<file path="src/design/socest_pkg.sv">
`timescale 1ns / 1ps
`default_nettype none

package socest_pkg;

    // Open-circuit-voltage table geometry.
    localparam int TABLE_ROWS  = 21;
    localparam int STORED_COLS = 7;
    localparam int ROW_W       = 5;
    localparam int COL_W       = 3;
    localparam int OCV_W       = 16;

    // Working widths.
    localparam int PCT_W       = 7;
    localparam int MV_W        = 13;
    localparam int TEMP_W      = 8;
    localparam int VTAB_W      = 17;
    localparam int STEP_W      = 14;
    localparam int SUM_W       = 32;
    localparam int IDLE_W      = 16;
    localparam int CYC_W       = 14;
    localparam int DIVIDEND_W  = VTAB_W;
    localparam int DIVISOR_W   = STEP_W;
    localparam int DIV_CNT_W   = $clog2(DIVIDEND_W + 1);

    // Percent constants.
    localparam logic [PCT_W-1:0] FULL_PCT = 7'd100;
    localparam logic [PCT_W-1:0] STEP_PCT = 7'd5;

    // Divide by 5 as multiply by ceil(2^18 / 5), exact for 16-bit values.
    localparam logic [15:0] RECIP5       = 16'd52429;
    localparam int          RECIP5_SHIFT = 18;

    // Divide by 100 as multiply by ceil(2^27 / 100), exact below 2^20.
    localparam int           CYC_IN_W       = 20;
    localparam int           RECIP100_W     = 21;
    localparam logic [20:0]  RECIP100       = 21'd1342178;
    localparam int           RECIP100_SHIFT = 27;
    localparam logic [SUM_W-1:0] CYCLE_LIMIT = 32'd999900;

    localparam logic [IDLE_W-1:0] IDLE_TIMEOUT_RESET = 16'd36000;

    // Opcodes and current directions.
    localparam logic OP_CALIBRATE = 1'b0;
    localparam logic OP_COULOMB   = 1'b1;

    localparam logic [1:0] DIR_NONE      = 2'd0;
    localparam logic [1:0] DIR_CHARGE    = 2'd1;
    localparam logic [1:0] DIR_DISCHARGE = 2'd2;

    // Column temperatures, as temperature codes.
    localparam logic [TEMP_W-1:0] COL_TEMP [STORED_COLS] = '{
        8'd30, 8'd40, 8'd55, 8'd65, 8'd70, 8'd85, 8'd95
    };

    // Rows run from 100 percent down to 0 percent in 5 percent steps.
    localparam logic [OCV_W-1:0] OCV_TABLE [TABLE_ROWS][STORED_COLS] = '{
        '{16'd41796, 16'd41977, 16'd41946, 16'd41799, 16'd41975, 16'd41818, 16'd41965},
        '{16'd41110, 16'd41126, 16'd41139, 16'd41143, 16'd41175, 16'd41130, 16'd41145},
        '{16'd40425, 16'd40434, 16'd40474, 16'd40521, 16'd40488, 16'd40516, 16'd40495},
        '{16'd39870, 16'd39875, 16'd39957, 16'd39986, 16'd39944, 16'd40029, 16'd39945},
        '{16'd39357, 16'd39372, 16'd39438, 16'd39425, 16'd39442, 16'd39515, 16'd39420},
        '{16'd38937, 16'd38910, 16'd38944, 16'd38945, 16'd38949, 16'd38997, 16'd38939},
        '{16'd38442, 16'd38471, 16'd38546, 16'd38576, 16'd38551, 16'd38551, 16'd38558},
        '{16'd37925, 16'd38042, 16'd38088, 16'd37975, 16'd38069, 16'd38105, 16'd38135},
        '{16'd37601, 16'd37597, 16'd37672, 16'd37532, 16'd37717, 16'd37655, 16'd37770},
        '{16'd37198, 16'd37194, 16'd37252, 16'd37429, 16'd37315, 16'd37277, 16'd37365},
        '{16'd36948, 16'd36948, 16'd36995, 16'd36936, 16'd37006, 16'd36990, 16'd37092},
        '{16'd36715, 16'd36753, 16'd36780, 16'd36734, 16'd36814, 16'd36804, 16'd36871},
        '{16'd36538, 16'd36572, 16'd36614, 16'd36563, 16'd36602, 16'd36646, 16'd36693},
        '{16'd36437, 16'd36380, 16'd36423, 16'd36472, 16'd36474, 16'd36506, 16'd36537},
        '{16'd36243, 16'd36252, 16'd36307, 16'd36294, 16'd36324, 16'd36351, 16'd36407},
        '{16'd36006, 16'd36074, 16'd36103, 16'd36101, 16'd36145, 16'd36041, 16'd36188},
        '{16'd35775, 16'd35813, 16'd35846, 16'd35790, 16'd35870, 16'd35796, 16'd35897},
        '{16'd35510, 16'd35690, 16'd35739, 16'd35509, 16'd35807, 16'd35514, 16'd35654},
        '{16'd35349, 16'd35177, 16'd35276, 16'd35105, 16'd35337, 16'd35095, 16'd35346},
        '{16'd34891, 16'd34817, 16'd34848, 16'd34712, 16'd34915, 16'd34711, 16'd34873},
        '{16'd34111, 16'd34595, 16'd34464, 16'd34520, 16'd34549, 16'd34001, 16'd34694}
    };

    // Table lookup request and response.
    typedef struct packed {
        logic              start;
        logic [MV_W-1:0]   voltage_mv;
        logic [TEMP_W-1:0] temp_code;
    } lkp_req_t;

    typedef struct packed {
        logic             done;
        logic [PCT_W-1:0] level;
    } lkp_rsp_t;

    // Divider request and response.
    typedef struct packed {
        logic                  start;
        logic [DIVIDEND_W-1:0] dividend;
        logic [DIVISOR_W-1:0]  divisor;
    } div_req_t;

    typedef struct packed {
        logic                  done;
        logic [DIVIDEND_W-1:0] quotient;
    } div_rsp_t;

endpackage

`default_nettype wire

</file>
<file path="src/design/battery_soc_estimator.sv">
// Battery state-of-charge keeper. A calibrate request converts the cell voltage
// to a charge level by a binary search over the open-circuit-voltage table in
// the chosen temperature column, followed by interpolation between rows; a
// coulomb request moves the level, accumulates discharged percent and counts
// idle steps until the idle timeout puts the block back into calibration wait.
// Requests are handled one at a time. A coulomb request passes the commit,
// multiply and output states. A calibrate request adds a lookup: a probe and
// a compare state per search probe on the table's registered read port (at
// most five probes), one more table read for the neighbor row, and a 17-step
// bit-serial divider for the interpolation. A new request is accepted while
// the previous result is still held on the output. There is no start-up
// clearing pass. The idle_timeout register is written through the cfg port
// and must only be written while no request is in flight.
`timescale 1ns / 1ps
`default_nettype none

module battery_soc_estimator
    import socest_pkg::*;
#(
    parameter int TEMP_COLUMNS = 7
)
(
    input  wire logic              clk,
    input  wire logic              rst_n,

    input  wire logic              item_valid,
    output logic                   item_stall,
    input  wire logic              opcode,
    input  wire logic [MV_W-1:0]   cell_voltage_mv,
    input  wire logic [TEMP_W-1:0] temperature_code,
    input  wire logic [1:0]        direction,
    input  wire logic [PCT_W-1:0]  soc_delta,

    output logic                   result_valid,
    input  wire logic              result_stall,
    output logic [PCT_W-1:0]       charge_level,
    output logic [PCT_W-1:0]       table_level,
    output logic [SUM_W-1:0]       discharge_total,
    output logic [CYC_W-1:0]       cycle_count,
    output logic                   needs_calibration,

    input  wire logic              cfg_valid,
    output logic                   cfg_ready,
    input  wire logic [IDLE_W-1:0] cfg_data
);

    typedef enum logic [2:0] {
        T_IDLE,
        T_LOOKUP,
        T_COMMIT,
        T_MUL,
        T_OUT
    } top_state_t;

    top_state_t         state_reg;
    logic [IDLE_W-1:0]  timeout_reg;
    logic [PCT_W-1:0]   level_reg;
    logic [SUM_W-1:0]   sum_reg;
    logic [IDLE_W-1:0]  idle_reg;
    logic               waiting_reg;
    logic               op_reg;
    logic [1:0]         dir_reg;
    logic [PCT_W-1:0]   delta_reg;
    logic [PCT_W-1:0]   tl_reg;
    logic [CYC_IN_W + RECIP100_W - 1:0] prod_reg;
    logic               below_limit_reg;

    logic               result_valid_reg;
    logic [PCT_W-1:0]   charge_level_reg;
    logic [PCT_W-1:0]   table_level_reg;
    logic [SUM_W-1:0]   discharge_total_reg;
    logic [CYC_W-1:0]   cycle_count_reg;
    logic               needs_calibration_reg;

    logic [PCT_W-1:0]   level_next;
    logic [SUM_W-1:0]   sum_next;
    logic [IDLE_W-1:0]  idle_next;
    logic               waiting_next;
    logic [PCT_W-1:0]   add_amount;
    logic               add_en;
    logic [SUM_W:0]     sum_wide;
    logic [PCT_W:0]     charge_sum;
    logic [IDLE_W-1:0]  idle_inc;

    logic               accept;
    logic               out_free;
    lkp_req_t           lkp_req;
    lkp_rsp_t           lkp_rsp;

    assign item_stall = (state_reg != T_IDLE);
    assign accept     = item_valid && !item_stall;
    assign out_free   = !result_valid_reg || !result_stall;
    assign cfg_ready  = 1'b1;

    // Calibrate requests start the table lookup straight from the ports.
    assign lkp_req.start      = accept && (opcode == OP_CALIBRATE);
    assign lkp_req.voltage_mv = cell_voltage_mv;
    assign lkp_req.temp_code  = temperature_code;

    socest_lookup #(
        .TEMP_COLUMNS (TEMP_COLUMNS)
    ) u_lookup (
        .clk   (clk),
        .rst_n (rst_n),
        .req   (lkp_req),
        .rsp   (lkp_rsp)
    );

    // Saturating add into the discharge total.
    assign sum_wide = {1'b0, sum_reg} + (SUM_W + 1)'(add_amount);

    assign charge_sum = {1'b0, level_reg} + {1'b0, delta_reg};
    assign idle_inc   = idle_reg + 1'b1;

    // Next state of the charge keeper for the request being committed.
    always_comb
    begin
        level_next   = level_reg;
        idle_next    = idle_reg;
        waiting_next = waiting_reg;
        add_amount   = '0;
        add_en       = 1'b0;
        if (op_reg == OP_CALIBRATE)
        begin
            if ((dir_reg == DIR_DISCHARGE) && (tl_reg <= level_reg))
            begin
                add_en     = 1'b1;
                add_amount = level_reg - tl_reg;
            end
            level_next   = tl_reg;
            idle_next    = '0;
            waiting_next = 1'b0;
        end
        else if (!waiting_reg)
        begin
            case (dir_reg)
                DIR_DISCHARGE:
                begin
                    if (level_reg >= delta_reg)
                    begin
                        level_next = level_reg - delta_reg;
                    end
                    add_en     = 1'b1;
                    add_amount = delta_reg;
                    idle_next  = '0;
                end
                DIR_CHARGE:
                begin
                    if (level_reg < FULL_PCT)
                    begin
                        level_next = (charge_sum > {1'b0, FULL_PCT}) ? FULL_PCT
                                                                     : charge_sum[PCT_W-1:0];
                    end
                    else
                    begin
                        level_next = FULL_PCT;
                    end
                    idle_next = '0;
                end
                DIR_NONE:
                begin
                    if (idle_inc >= timeout_reg)
                    begin
                        waiting_next = 1'b1;
                        idle_next    = '0;
                    end
                    else
                    begin
                        idle_next = idle_inc;
                    end
                end
                default:
                begin
                    idle_next = '0;
                end
            endcase
        end
        if (add_en)
        begin
            sum_next = sum_wide[SUM_W] ? '1 : sum_wide[SUM_W-1:0];
        end
        else
        begin
            sum_next = sum_reg;
        end
    end

    // Configuration register.
    always_ff @(posedge clk or negedge rst_n)
    begin
        if (!rst_n)
        begin
            timeout_reg <= IDLE_TIMEOUT_RESET;
        end
        else if (cfg_valid && cfg_ready)
        begin
            timeout_reg <= cfg_data;
        end
    end

    // Request sequencer, keeper state and output register.
    always_ff @(posedge clk or negedge rst_n)
    begin
        if (!rst_n)
        begin
            state_reg             <= T_IDLE;
            level_reg             <= '0;
            sum_reg               <= '0;
            idle_reg              <= '0;
            waiting_reg           <= 1'b1;
            op_reg                <= OP_CALIBRATE;
            dir_reg               <= DIR_NONE;
            delta_reg             <= '0;
            tl_reg                <= '0;
            prod_reg              <= '0;
            below_limit_reg       <= 1'b0;
            result_valid_reg      <= 1'b0;
            charge_level_reg      <= '0;
            table_level_reg       <= '0;
            discharge_total_reg   <= '0;
            cycle_count_reg       <= '0;
            needs_calibration_reg <= 1'b0;
        end
        else
        begin
            // A taken result is dropped unless a new one replaces it this cycle.
            if (result_valid_reg && !result_stall && !((state_reg == T_OUT) && out_free))
            begin
                result_valid_reg <= 1'b0;
            end
            case (state_reg)
                T_IDLE:
                begin
                    if (accept)
                    begin
                        op_reg    <= opcode;
                        dir_reg   <= direction;
                        delta_reg <= soc_delta;
                        tl_reg    <= '0;
                        state_reg <= (opcode == OP_CALIBRATE) ? T_LOOKUP : T_COMMIT;
                    end
                end
                T_LOOKUP:
                begin
                    if (lkp_rsp.done)
                    begin
                        tl_reg    <= lkp_rsp.level;
                        state_reg <= T_COMMIT;
                    end
                end
                T_COMMIT:
                begin
                    level_reg   <= level_next;
                    sum_reg     <= sum_next;
                    idle_reg    <= idle_next;
                    waiting_reg <= waiting_next;
                    state_reg   <= T_MUL;
                end
                T_MUL:
                begin
                    // Cycle count is the total over 100 by reciprocal multiply.
                    prod_reg <= (CYC_IN_W + RECIP100_W)'(sum_reg[CYC_IN_W-1:0])
                                * (CYC_IN_W + RECIP100_W)'(RECIP100);
                    below_limit_reg <= (sum_reg < CYCLE_LIMIT);
                    state_reg       <= T_OUT;
                end
                T_OUT:
                begin
                    if (out_free)
                    begin
                        result_valid_reg      <= 1'b1;
                        charge_level_reg      <= level_reg;
                        table_level_reg       <= tl_reg;
                        discharge_total_reg   <= sum_reg;
                        cycle_count_reg       <= below_limit_reg
                            ? prod_reg[RECIP100_SHIFT + CYC_W - 1:RECIP100_SHIFT] : '0;
                        needs_calibration_reg <= waiting_reg;
                        state_reg             <= T_IDLE;
                    end
                end
                default:
                begin
                    state_reg <= T_IDLE;
                end
            endcase
        end
    end

    assign result_valid      = result_valid_reg;
    assign charge_level      = charge_level_reg;
    assign table_level       = table_level_reg;
    assign discharge_total   = discharge_total_reg;
    assign cycle_count       = cycle_count_reg;
    assign needs_calibration = needs_calibration_reg;

`ifndef SYNTH
    // The lookup only answers while a calibrate request waits for it.
    a_lookup_in_wait: assert property (@(posedge clk) disable iff (!rst_n)
        lkp_rsp.done |-> (state_reg == T_LOOKUP))
        else $error("lookup response outside lookup wait");

    // The charge level never leaves the percent range.
    a_level_range: assert property (@(posedge clk) disable iff (!rst_n)
        level_reg <= FULL_PCT)
        else $error("charge level above 100");

    // A held result carries a cycle count within its range.
    a_cycle_range: assert property (@(posedge clk) disable iff (!rst_n)
        result_valid_reg |-> (cycle_count_reg <= 14'd9998))
        else $error("cycle count out of range");

    // A committed request always reaches the output stage by way of the multiply stage.
    a_commit_to_out: assert property (@(posedge clk) disable iff (!rst_n)
        (state_reg == T_COMMIT) |-> ##2 (state_reg == T_OUT))
        else $error("commit did not reach output stage");
`endif

endmodule

`default_nettype wire

</file>
<file path="src/design/socest_ocv_rom.sv">
`timescale 1ns / 1ps
`default_nettype none

module socest_ocv_rom
    import socest_pkg::*;
(
    input  wire logic             clk,
    input  wire logic [ROW_W-1:0] row,
    input  wire logic [COL_W-1:0] col,
    output logic      [OCV_W-1:0] data
);

    logic [OCV_W-1:0] data_reg;

    // Synchronous read port; addresses outside the table read as zero.
    always_ff @(posedge clk)
    begin
        if ((int'(row) < TABLE_ROWS) && (int'(col) < STORED_COLS))
        begin
            data_reg <= OCV_TABLE[row][col];
        end
        else
        begin
            data_reg <= '0;
        end
    end

    assign data = data_reg;

endmodule

`default_nettype wire

</file>
<file path="src/design/socest_divider.sv">
`timescale 1ns / 1ps
`default_nettype none

module socest_divider
    import socest_pkg::*;
(
    input  wire logic     clk,
    input  wire logic     rst_n,
    input  wire div_req_t req,
    output div_rsp_t      rsp
);

    logic                  busy_reg;
    logic                  done_reg;
    logic [DIV_CNT_W-1:0]  cnt_reg;
    logic [DIVIDEND_W-1:0] dq_reg;
    logic [DIVISOR_W-1:0]  rem_reg;
    logic [DIVISOR_W-1:0]  divisor_reg;
    logic [DIVISOR_W:0]    rem_shift;
    logic                  fits;

    // One restoring step: bring down the next dividend bit and try to subtract.
    assign rem_shift = {rem_reg, dq_reg[DIVIDEND_W-1]};
    assign fits      = (rem_shift >= {1'b0, divisor_reg});

    always_ff @(posedge clk or negedge rst_n)
    begin
        if (!rst_n)
        begin
            busy_reg <= 1'b0;
            done_reg <= 1'b0;
            cnt_reg  <= '0;
        end
        else
        begin
            // Done pulses for one cycle after the last step.
            done_reg <= busy_reg && (cnt_reg == DIV_CNT_W'(1));
            if (req.start && !busy_reg)
            begin
                busy_reg <= 1'b1;
                cnt_reg  <= DIV_CNT_W'(DIVIDEND_W);
            end
            else if (busy_reg)
            begin
                cnt_reg <= cnt_reg - 1'b1;
                if (cnt_reg == DIV_CNT_W'(1))
                begin
                    busy_reg <= 1'b0;
                end
            end
        end
    end

    // Datapath: the quotient bits shift in where the dividend bits leave.
    always_ff @(posedge clk)
    begin
        if (req.start && !busy_reg)
        begin
            dq_reg      <= req.dividend;
            divisor_reg <= req.divisor;
            rem_reg     <= '0;
        end
        else if (busy_reg)
        begin
            dq_reg <= {dq_reg[DIVIDEND_W-2:0], fits};
            if (fits)
            begin
                rem_reg <= DIVISOR_W'(rem_shift - {1'b0, divisor_reg});
            end
            else
            begin
                rem_reg <= rem_shift[DIVISOR_W-1:0];
            end
        end
    end

    assign rsp.done     = done_reg;
    assign rsp.quotient = dq_reg;

endmodule

`default_nettype wire

</file>
<file path="src/design/socest_lookup.sv">
`timescale 1ns / 1ps
`default_nettype none

module socest_lookup
    import socest_pkg::*;
#(
    parameter int TEMP_COLUMNS = 7
)
(
    input  wire logic     clk,
    input  wire logic     rst_n,
    input  wire lkp_req_t req,
    output lkp_rsp_t      rsp
);

    localparam int NCOL = (TEMP_COLUMNS < STORED_COLS) ? TEMP_COLUMNS : STORED_COLS;

    typedef enum logic [2:0] {
        LK_IDLE,
        LK_PROBE,
        LK_CMP,
        LK_NEIGH,
        LK_GAP,
        LK_STEP,
        LK_DIV
    } lk_state_t;

    lk_state_t            state_reg;
    logic                 done_reg;
    logic [PCT_W-1:0]     result_reg;
    logic [VTAB_W-1:0]    v_reg;
    logic [COL_W-1:0]     col_reg;
    logic signed [5:0]    lo_reg;
    logic signed [5:0]    hi_reg;
    logic [ROW_W-1:0]     mid_reg;
    logic [OCV_W-1:0]     here_reg;
    logic                 up_reg;
    logic [STEP_W-1:0]    step_reg;
    logic [VTAB_W-1:0]    dist_reg;

    logic [VTAB_W-1:0]    v_in;
    logic [COL_W-1:0]     col_pick;
    logic signed [5:0]    span;
    logic signed [5:0]    mid_w;
    logic signed [5:0]    mid_s;
    logic [ROW_W-1:0]     rom_row;
    logic [OCV_W-1:0]     rom_q;
    logic [VTAB_W-1:0]    q_ext;
    logic [VTAB_W-1:0]    here_ext;
    logic                 up;
    logic [PCT_W-1:0]     base_pct;
    logic [OCV_W-1:0]     gap;
    logic [31:0]          step_prod;
    logic [PCT_W-1:0]     interp_pct;
    div_req_t             div_req;
    div_rsp_t             div_rsp;

    // Table voltage is millivolts times ten.
    assign v_in = (VTAB_W'(req.voltage_mv) << 3) + (VTAB_W'(req.voltage_mv) << 1);

    // First column whose temperature is at or above the code, else the last.
    always_comb
    begin
        col_pick = COL_W'(NCOL - 1);
        for (int i = NCOL - 1; i >= 0; i--)
        begin
            if (req.temp_code <= COL_TEMP[i])
            begin
                col_pick = COL_W'(i);
            end
        end
    end

    // Midpoint of the live search window.
    assign span  = hi_reg - lo_reg;
    assign mid_w = lo_reg + (span >>> 1);
    assign mid_s = $signed({1'b0, mid_reg});

    // Probe address during the search, neighbor row afterward.
    assign up = (v_reg > here_ext);

    always_comb
    begin
        if (state_reg == LK_NEIGH)
        begin
            rom_row = up ? (mid_reg - 1'b1) : (mid_reg + 1'b1);
        end
        else
        begin
            rom_row = mid_w[ROW_W-1:0];
        end
    end

    socest_ocv_rom u_rom (
        .clk  (clk),
        .row  (rom_row),
        .col  (col_reg),
        .data (rom_q)
    );

    assign q_ext    = VTAB_W'(rom_q);
    assign here_ext = VTAB_W'(here_reg);
    assign base_pct = FULL_PCT - PCT_W'(PCT_W'(mid_reg) * STEP_PCT);

    // Row gap divided by five through a reciprocal multiply.
    assign gap       = (here_reg > rom_q) ? (here_reg - rom_q) : (rom_q - here_reg);
    assign step_prod = 32'(gap) * 32'(RECIP5);

    // Interpolated percent, clamped to 0..100.
    always_comb
    begin
        if (up_reg)
        begin
            if (div_rsp.quotient > VTAB_W'(FULL_PCT - base_pct))
            begin
                interp_pct = FULL_PCT;
            end
            else
            begin
                interp_pct = base_pct + div_rsp.quotient[PCT_W-1:0];
            end
        end
        else
        begin
            if (div_rsp.quotient >= VTAB_W'(base_pct))
            begin
                interp_pct = '0;
            end
            else
            begin
                interp_pct = base_pct - div_rsp.quotient[PCT_W-1:0];
            end
        end
    end

    assign div_req.start    = (state_reg == LK_STEP) && (step_reg != '0);
    assign div_req.dividend = dist_reg;
    assign div_req.divisor  = step_reg;

    socest_divider u_div (
        .clk   (clk),
        .rst_n (rst_n),
        .req   (div_req),
        .rsp   (div_rsp)
    );

    // Search and interpolation sequencer. The done pulse is raised on the
    // way back to idle and dropped in idle.
    always_ff @(posedge clk or negedge rst_n)
    begin
        if (!rst_n)
        begin
            state_reg  <= LK_IDLE;
            done_reg   <= 1'b0;
            result_reg <= '0;
            v_reg      <= '0;
            col_reg    <= '0;
            lo_reg     <= '0;
            hi_reg     <= '0;
            mid_reg    <= '0;
            here_reg   <= '0;
            up_reg     <= 1'b0;
            step_reg   <= '0;
            dist_reg   <= '0;
        end
        else
        begin
            case (state_reg)
                LK_IDLE:
                begin
                    done_reg <= 1'b0;
                    if (req.start)
                    begin
                        v_reg     <= v_in;
                        col_reg   <= col_pick;
                        lo_reg    <= '0;
                        hi_reg    <= 6'(TABLE_ROWS - 1);
                        state_reg <= LK_PROBE;
                    end
                end
                LK_PROBE:
                begin
                    mid_reg   <= mid_w[ROW_W-1:0];
                    state_reg <= LK_CMP;
                end
                LK_CMP:
                begin
                    here_reg <= rom_q;
                    if (v_reg == q_ext)
                    begin
                        result_reg <= base_pct;
                        done_reg   <= 1'b1;
                        state_reg  <= LK_IDLE;
                    end
                    else if (v_reg < q_ext)
                    begin
                        lo_reg    <= mid_s + 6'sd1;
                        state_reg <= ((mid_s + 6'sd1) > hi_reg) ? LK_NEIGH : LK_PROBE;
                    end
                    else
                    begin
                        hi_reg    <= mid_s - 6'sd1;
                        state_reg <= (lo_reg > (mid_s - 6'sd1)) ? LK_NEIGH : LK_PROBE;
                    end
                end
                LK_NEIGH:
                begin
                    up_reg <= up;
                    if (up && (mid_reg == '0))
                    begin
                        result_reg <= FULL_PCT;
                        done_reg   <= 1'b1;
                        state_reg  <= LK_IDLE;
                    end
                    else if (!up && (int'(mid_reg) == TABLE_ROWS - 1))
                    begin
                        result_reg <= '0;
                        done_reg   <= 1'b1;
                        state_reg  <= LK_IDLE;
                    end
                    else
                    begin
                        state_reg <= LK_GAP;
                    end
                end
                LK_GAP:
                begin
                    step_reg  <= step_prod[RECIP5_SHIFT + STEP_W - 1:RECIP5_SHIFT];
                    dist_reg  <= up_reg ? (v_reg - here_ext) : (here_ext - v_reg);
                    state_reg <= LK_STEP;
                end
                LK_STEP:
                begin
                    if (step_reg == '0)
                    begin
                        result_reg <= base_pct;
                        done_reg   <= 1'b1;
                        state_reg  <= LK_IDLE;
                    end
                    else
                    begin
                        state_reg <= LK_DIV;
                    end
                end
                LK_DIV:
                begin
                    if (div_rsp.done)
                    begin
                        result_reg <= interp_pct;
                        done_reg   <= 1'b1;
                        state_reg  <= LK_IDLE;
                    end
                end
                default:
                begin
                    state_reg <= LK_IDLE;
                end
            endcase
        end
    end

    assign rsp.done  = done_reg;
    assign rsp.level = result_reg;

endmodule

`default_nettype wire

</file>
<file path="config.mk">
export PLATFORM = sky130hd
export DESIGN_NAME = battery_soc_estimator
export DESIGN_NICKNAME = d
export VERILOG_FILES = /design/src/design/socest_pkg.sv /design/src/design/battery_soc_estimator.sv /design/src/design/socest_ocv_rom.sv /design/src/design/socest_divider.sv /design/src/design/socest_lookup.sv
export SDC_FILE = /design/constraint.sdc
export NUM_CORES = 2
export LEC_CHECK = 0
export BUFFER_PORTS_ARGS = -buffer_cell sky130_fd_sc_hd__buf_2
export CAP_MARGIN = 20
export CORE_MARGIN = 2
export CORE_UTILIZATION = 25
export DETAILED_ROUTE_END_ITERATION = 8
export PLACE_DENSITY_LB_ADDON = 0.25
export SYNTH_ARGS = -nofsm -noshare
export SYNTH_HDL_FRONTEND = slang
export SYNTH_HIERARCHICAL = 1
export SYNTH_SLANG_ARGS = --single-unit
</file>
<file path="constraint.sdc">
create_clock -name clk -period 8.1 [get_ports clk]
set_input_delay 0 -clock clk [delete_from_list [all_inputs] [get_ports clk]]
set_output_delay 0 -clock clk [all_outputs]
set_load 0.01 [all_outputs]
</file>
==> summary.txt <==
Hold path
  – Hold crit path type: input pin to register
  – Hold Path Sink: u_lookup/col_reg[2]
  – Hold depth: 4
  – Hold Startpoint: temperature_code[6]

Critical path
  – FF-to-FF Start: u_lookup/here_reg[0]
  – Worst reg-to-reg path cell count: 35
  – Top Family by Delay on Critical Path: adder cells
  – CP max stage delay: 0.50 ns
  – Reg2reg setup slack: 0.22 ns
  – Max FO, Critical Path: 7
  – Worst EP required: 8.57 ns
  – Worst reg2reg path endpoint: u_lookup/step_reg[5]
  – Most frequent CP cell: a21o_1
  – Worst path bufs/invs: 7
  – Worst EP arrival: 8.36 ns
  – CP max stage cell: fa_1
  – CP Class: register to register
  – Critical Path End Type: register
  – Startpoint Class: register

Synthesis
  – Post-synth cell types: 122
  – Synthesis Warnings: 6
  – Post-synth EDFFs: 31
  – Synth async-reset ratio: 81.9%
  – Syn_nets: approximately 5k
  – Synth Instances: 4139
  – Synth Register Bits: 331
  – Ys flop type: dfrtp_1
  – Post-synthesis cell area: about 0.037 mm^2
  – Share of the yosys chip area belonging to registers: 22.3%
  – Post-synthesis average cell area: approximately 9.0 um^2

Global routing
  – Number of global-route vias before repair: 31.3k
  – Total global routing overflow: 0
  – Largest net degree at the start of global routing: 138
  – GRT busiest layer: met2
  – Initial antenna violation count: 1
  – GRT Overall Usage: 14.6%
  – Met1 GRT Util: 20.1%
  – GRT met2 Usage: 24.2%
  – Global Route met3 Usage: 1.52%
  – First-pass GRT wire length: 178 mm

Clock network
  – CTS Buf Count: 43
  – Clock sink count: 331
  – Root cell of the clock tree: clkbuf_16
  – Clock Latency Late Sink: between 0.6 and 0.7 ns
  – Clock transition at path regs: ~0.06 ns
  – CTS tree: built
  – Deepest clock path buffer count: 3
  – H-tree depth reported by CTS: 2

Run status
  – Status: completed

Routing
  – Via count: 30.5k
  – 1st-pass router iterations: 6
  – DRC viols: 0
  – Via density: 4.74
  – Iteration-0 DRC Markers: around 1.9k
  – Routed Antenna Nets: 0
  – Drt wl/cell: roughly 17 um
  – Routed WL: 111 mm

Timing
  – Slew HR: between 30% and 40%
  – Slew @ Worst Pin: 1.03 ns
  – Setup violations, final: 0
  – Clock Skew: 0.0243 ns
  – Slew Viols, Final: 0
  – Final worst slack: 0.215 ns
  – Fmax: 0.127 GHz
  – Setup TNS: 0 ns
  – Tcrit/Tclk final: between 90% and 100%
  – RSZ-0062 raised after global routing: true
  – Min cycle time layout: about 7.9 ns
  – WHS: 0.0886 ns
  – Hold Fails Final Rpt: 0

Place
  – DP Worst Slack: -0.314 ns
  – Placed Area: 0.0409 mm^2
  – PortBufs: roughly 110
  – RePlAce Congestion: 0.893
  – DP HPWL: 86.8 mm

Floorplan
  – Die Y: 390 um
  – Die width: 390 um
  – Die ar.: 0.152 mm^2
  – Initial core utilization: 25.2%
  – IO Count: 116
  – Rows: 141
  – Core Box Area: approximately 0.15 mm^2

Final layout
  – # nets final: 5346
  – Area Overhead vs Synth: 18.6%
  – Final instance area: approximately 0.044 mm^2
  – Share of cells above drive strength 1: ~14%

Run
  – Max-cap violations: 0
==> Yosys cell counts (33+ instances only) <==
cell,number,area [um^2]
a21o_1,89,668
a21oi_1,201,1010
a31oi_1,33,206
buf_2,36,180
clkbuf_1,86,323
dfrtp_1,265,6630
fa_1,238,4760
ha_1,595,7440
inv_1,633,2380
mux2_2,69,777
nand2_1,357,1340
nand2b_1,40,250
nand3_1,81,405
nor2_1,148,556
nor2b_1,58,363
nor3_1,64,320
o211ai_1,39,293
o21ai_0,292,1460
o31ai_1,34,255
xnor2_1,106,928
xor2_1,42,368
==> cells in the final DEF (no fill, tap or decap), types with 40 or more instances in the layout <==
| cell type | synthesis | final |
|---|---|---|
| clkbuf_16 | 0 | 43 |
| nand3_1 | 81 | 79 |
| dlygate4sd3_1 | 0 | 94 |
| a21o_1 | 89 | 89 |
| nand2b_1 | 40 | 40 |
| inv_1 | 633 | 621 |
| fa_1 | 238 | 237 |
| mux2_2 | 69 | 68 |
| ha_1 | 595 | 580 |
| buf_2 | 36 | 113 |
| nand2_1 | 357 | 353 |
| nor2b_1 | 58 | 55 |
| xnor2_1 | 106 | 100 |
| nor2_1 | 148 | 147 |
| buf_4 | 19 | 224 |
| o21ai_0 | 292 | 285 |
| nor3_1 | 64 | 63 |
| a21oi_1 | 201 | 191 |
| dfrtp_1 | 265 | 265 |
==> worst register-to-register path, delay by kind of cell (launching register included) <==
kind	cells	cell delay, ns
xor+xnor	2	0.31
flops	1	0.38
compound gates	16	2.96
fa+ha+maj	9	3.19
buf+inv	7	0.47
simple gates	1	0.44
==> worst max-delay path by stage <==
stage | startpoint | end | depth (start not counted)
after floorplan | u_lookup/here_reg[0] | u_lookup/step_reg[6] | 33
after global placement | u_lookup/here_reg[0] | u_lookup/step_reg[6] | 33
after detailed placement | u_lookup/here_reg[0] | u_lookup/step_reg[6] | 33
after CTS | u_lookup/here_reg[0] | u_lookup/step_reg[12] | 34
after global routing | u_lookup/here_reg[0] | u_lookup/step_reg[5] | 35
final | u_lookup/here_reg[0] | u_lookup/step_reg[5] | 35
==> metrics by stage <==
step | utilization, % | std cells
CTS | 29.5 | 6405
global route | 29.9 | 6423
detailed placement | 27.7 | 6205
finish | 29.9 | 6424
floorplan | - | 4139
global placement | 27.7 | 6205
==> per-layer routing <==
| metal | vias to the layer above | part of all wire (%) |
|---|---|---|
| met5 | - | 0 |
| met3 | 150 | 3.8 |
| met4 | 0 | 2.3 |
| met1 | 14800 | 48 |
| li1 | 14900 | - |
| met2 | 657 | 46 |
==> cell type report <==
cell class                      instances  area, um^2
Clock buffer                           53        1170
Sequential cell                       331        8300
Multi-Input combinational cell       3004       26200
Clock inverter                         24         319
Antenna cell                            1        2.50
Timing Repair Buffer                  440        3330
Fill cell                           15700      104000
Tap cell                             1930        2410
Inverter                              641        2410
==> cells by family (layout without fill, tap and decap cells) <==
kind of cell | Yosys count | after routing | share of synthesized area [%]
DFF | 331 | 331 | 22.3
xor gates and xnor gates | 149 | 149 | 3.52
and+or+nand+nor | 946 | 946 | 12.4
other | 2 | 3 | 0.0202
AOI/OAI and AO/OA | 971 | 971 | 17.3
muxes | 103 | 103 | 3.05
adders and majority gates | 833 | 833 | 32.8
buffers and inverters | 804 | 1158 | 8.66
==> repair_timing <==
action,CTS,global route
resized for setup,17,70
hold buffers,95,0
pin swaps,19,73
setup endpoints to repair,11,14
endpoints found under the hold margin,117,0
setup buffers,28,19
Power is left out: the tool's default activity adds up to more than one toggle a clock period on the data nets, which glitch-free logic cannot reach.
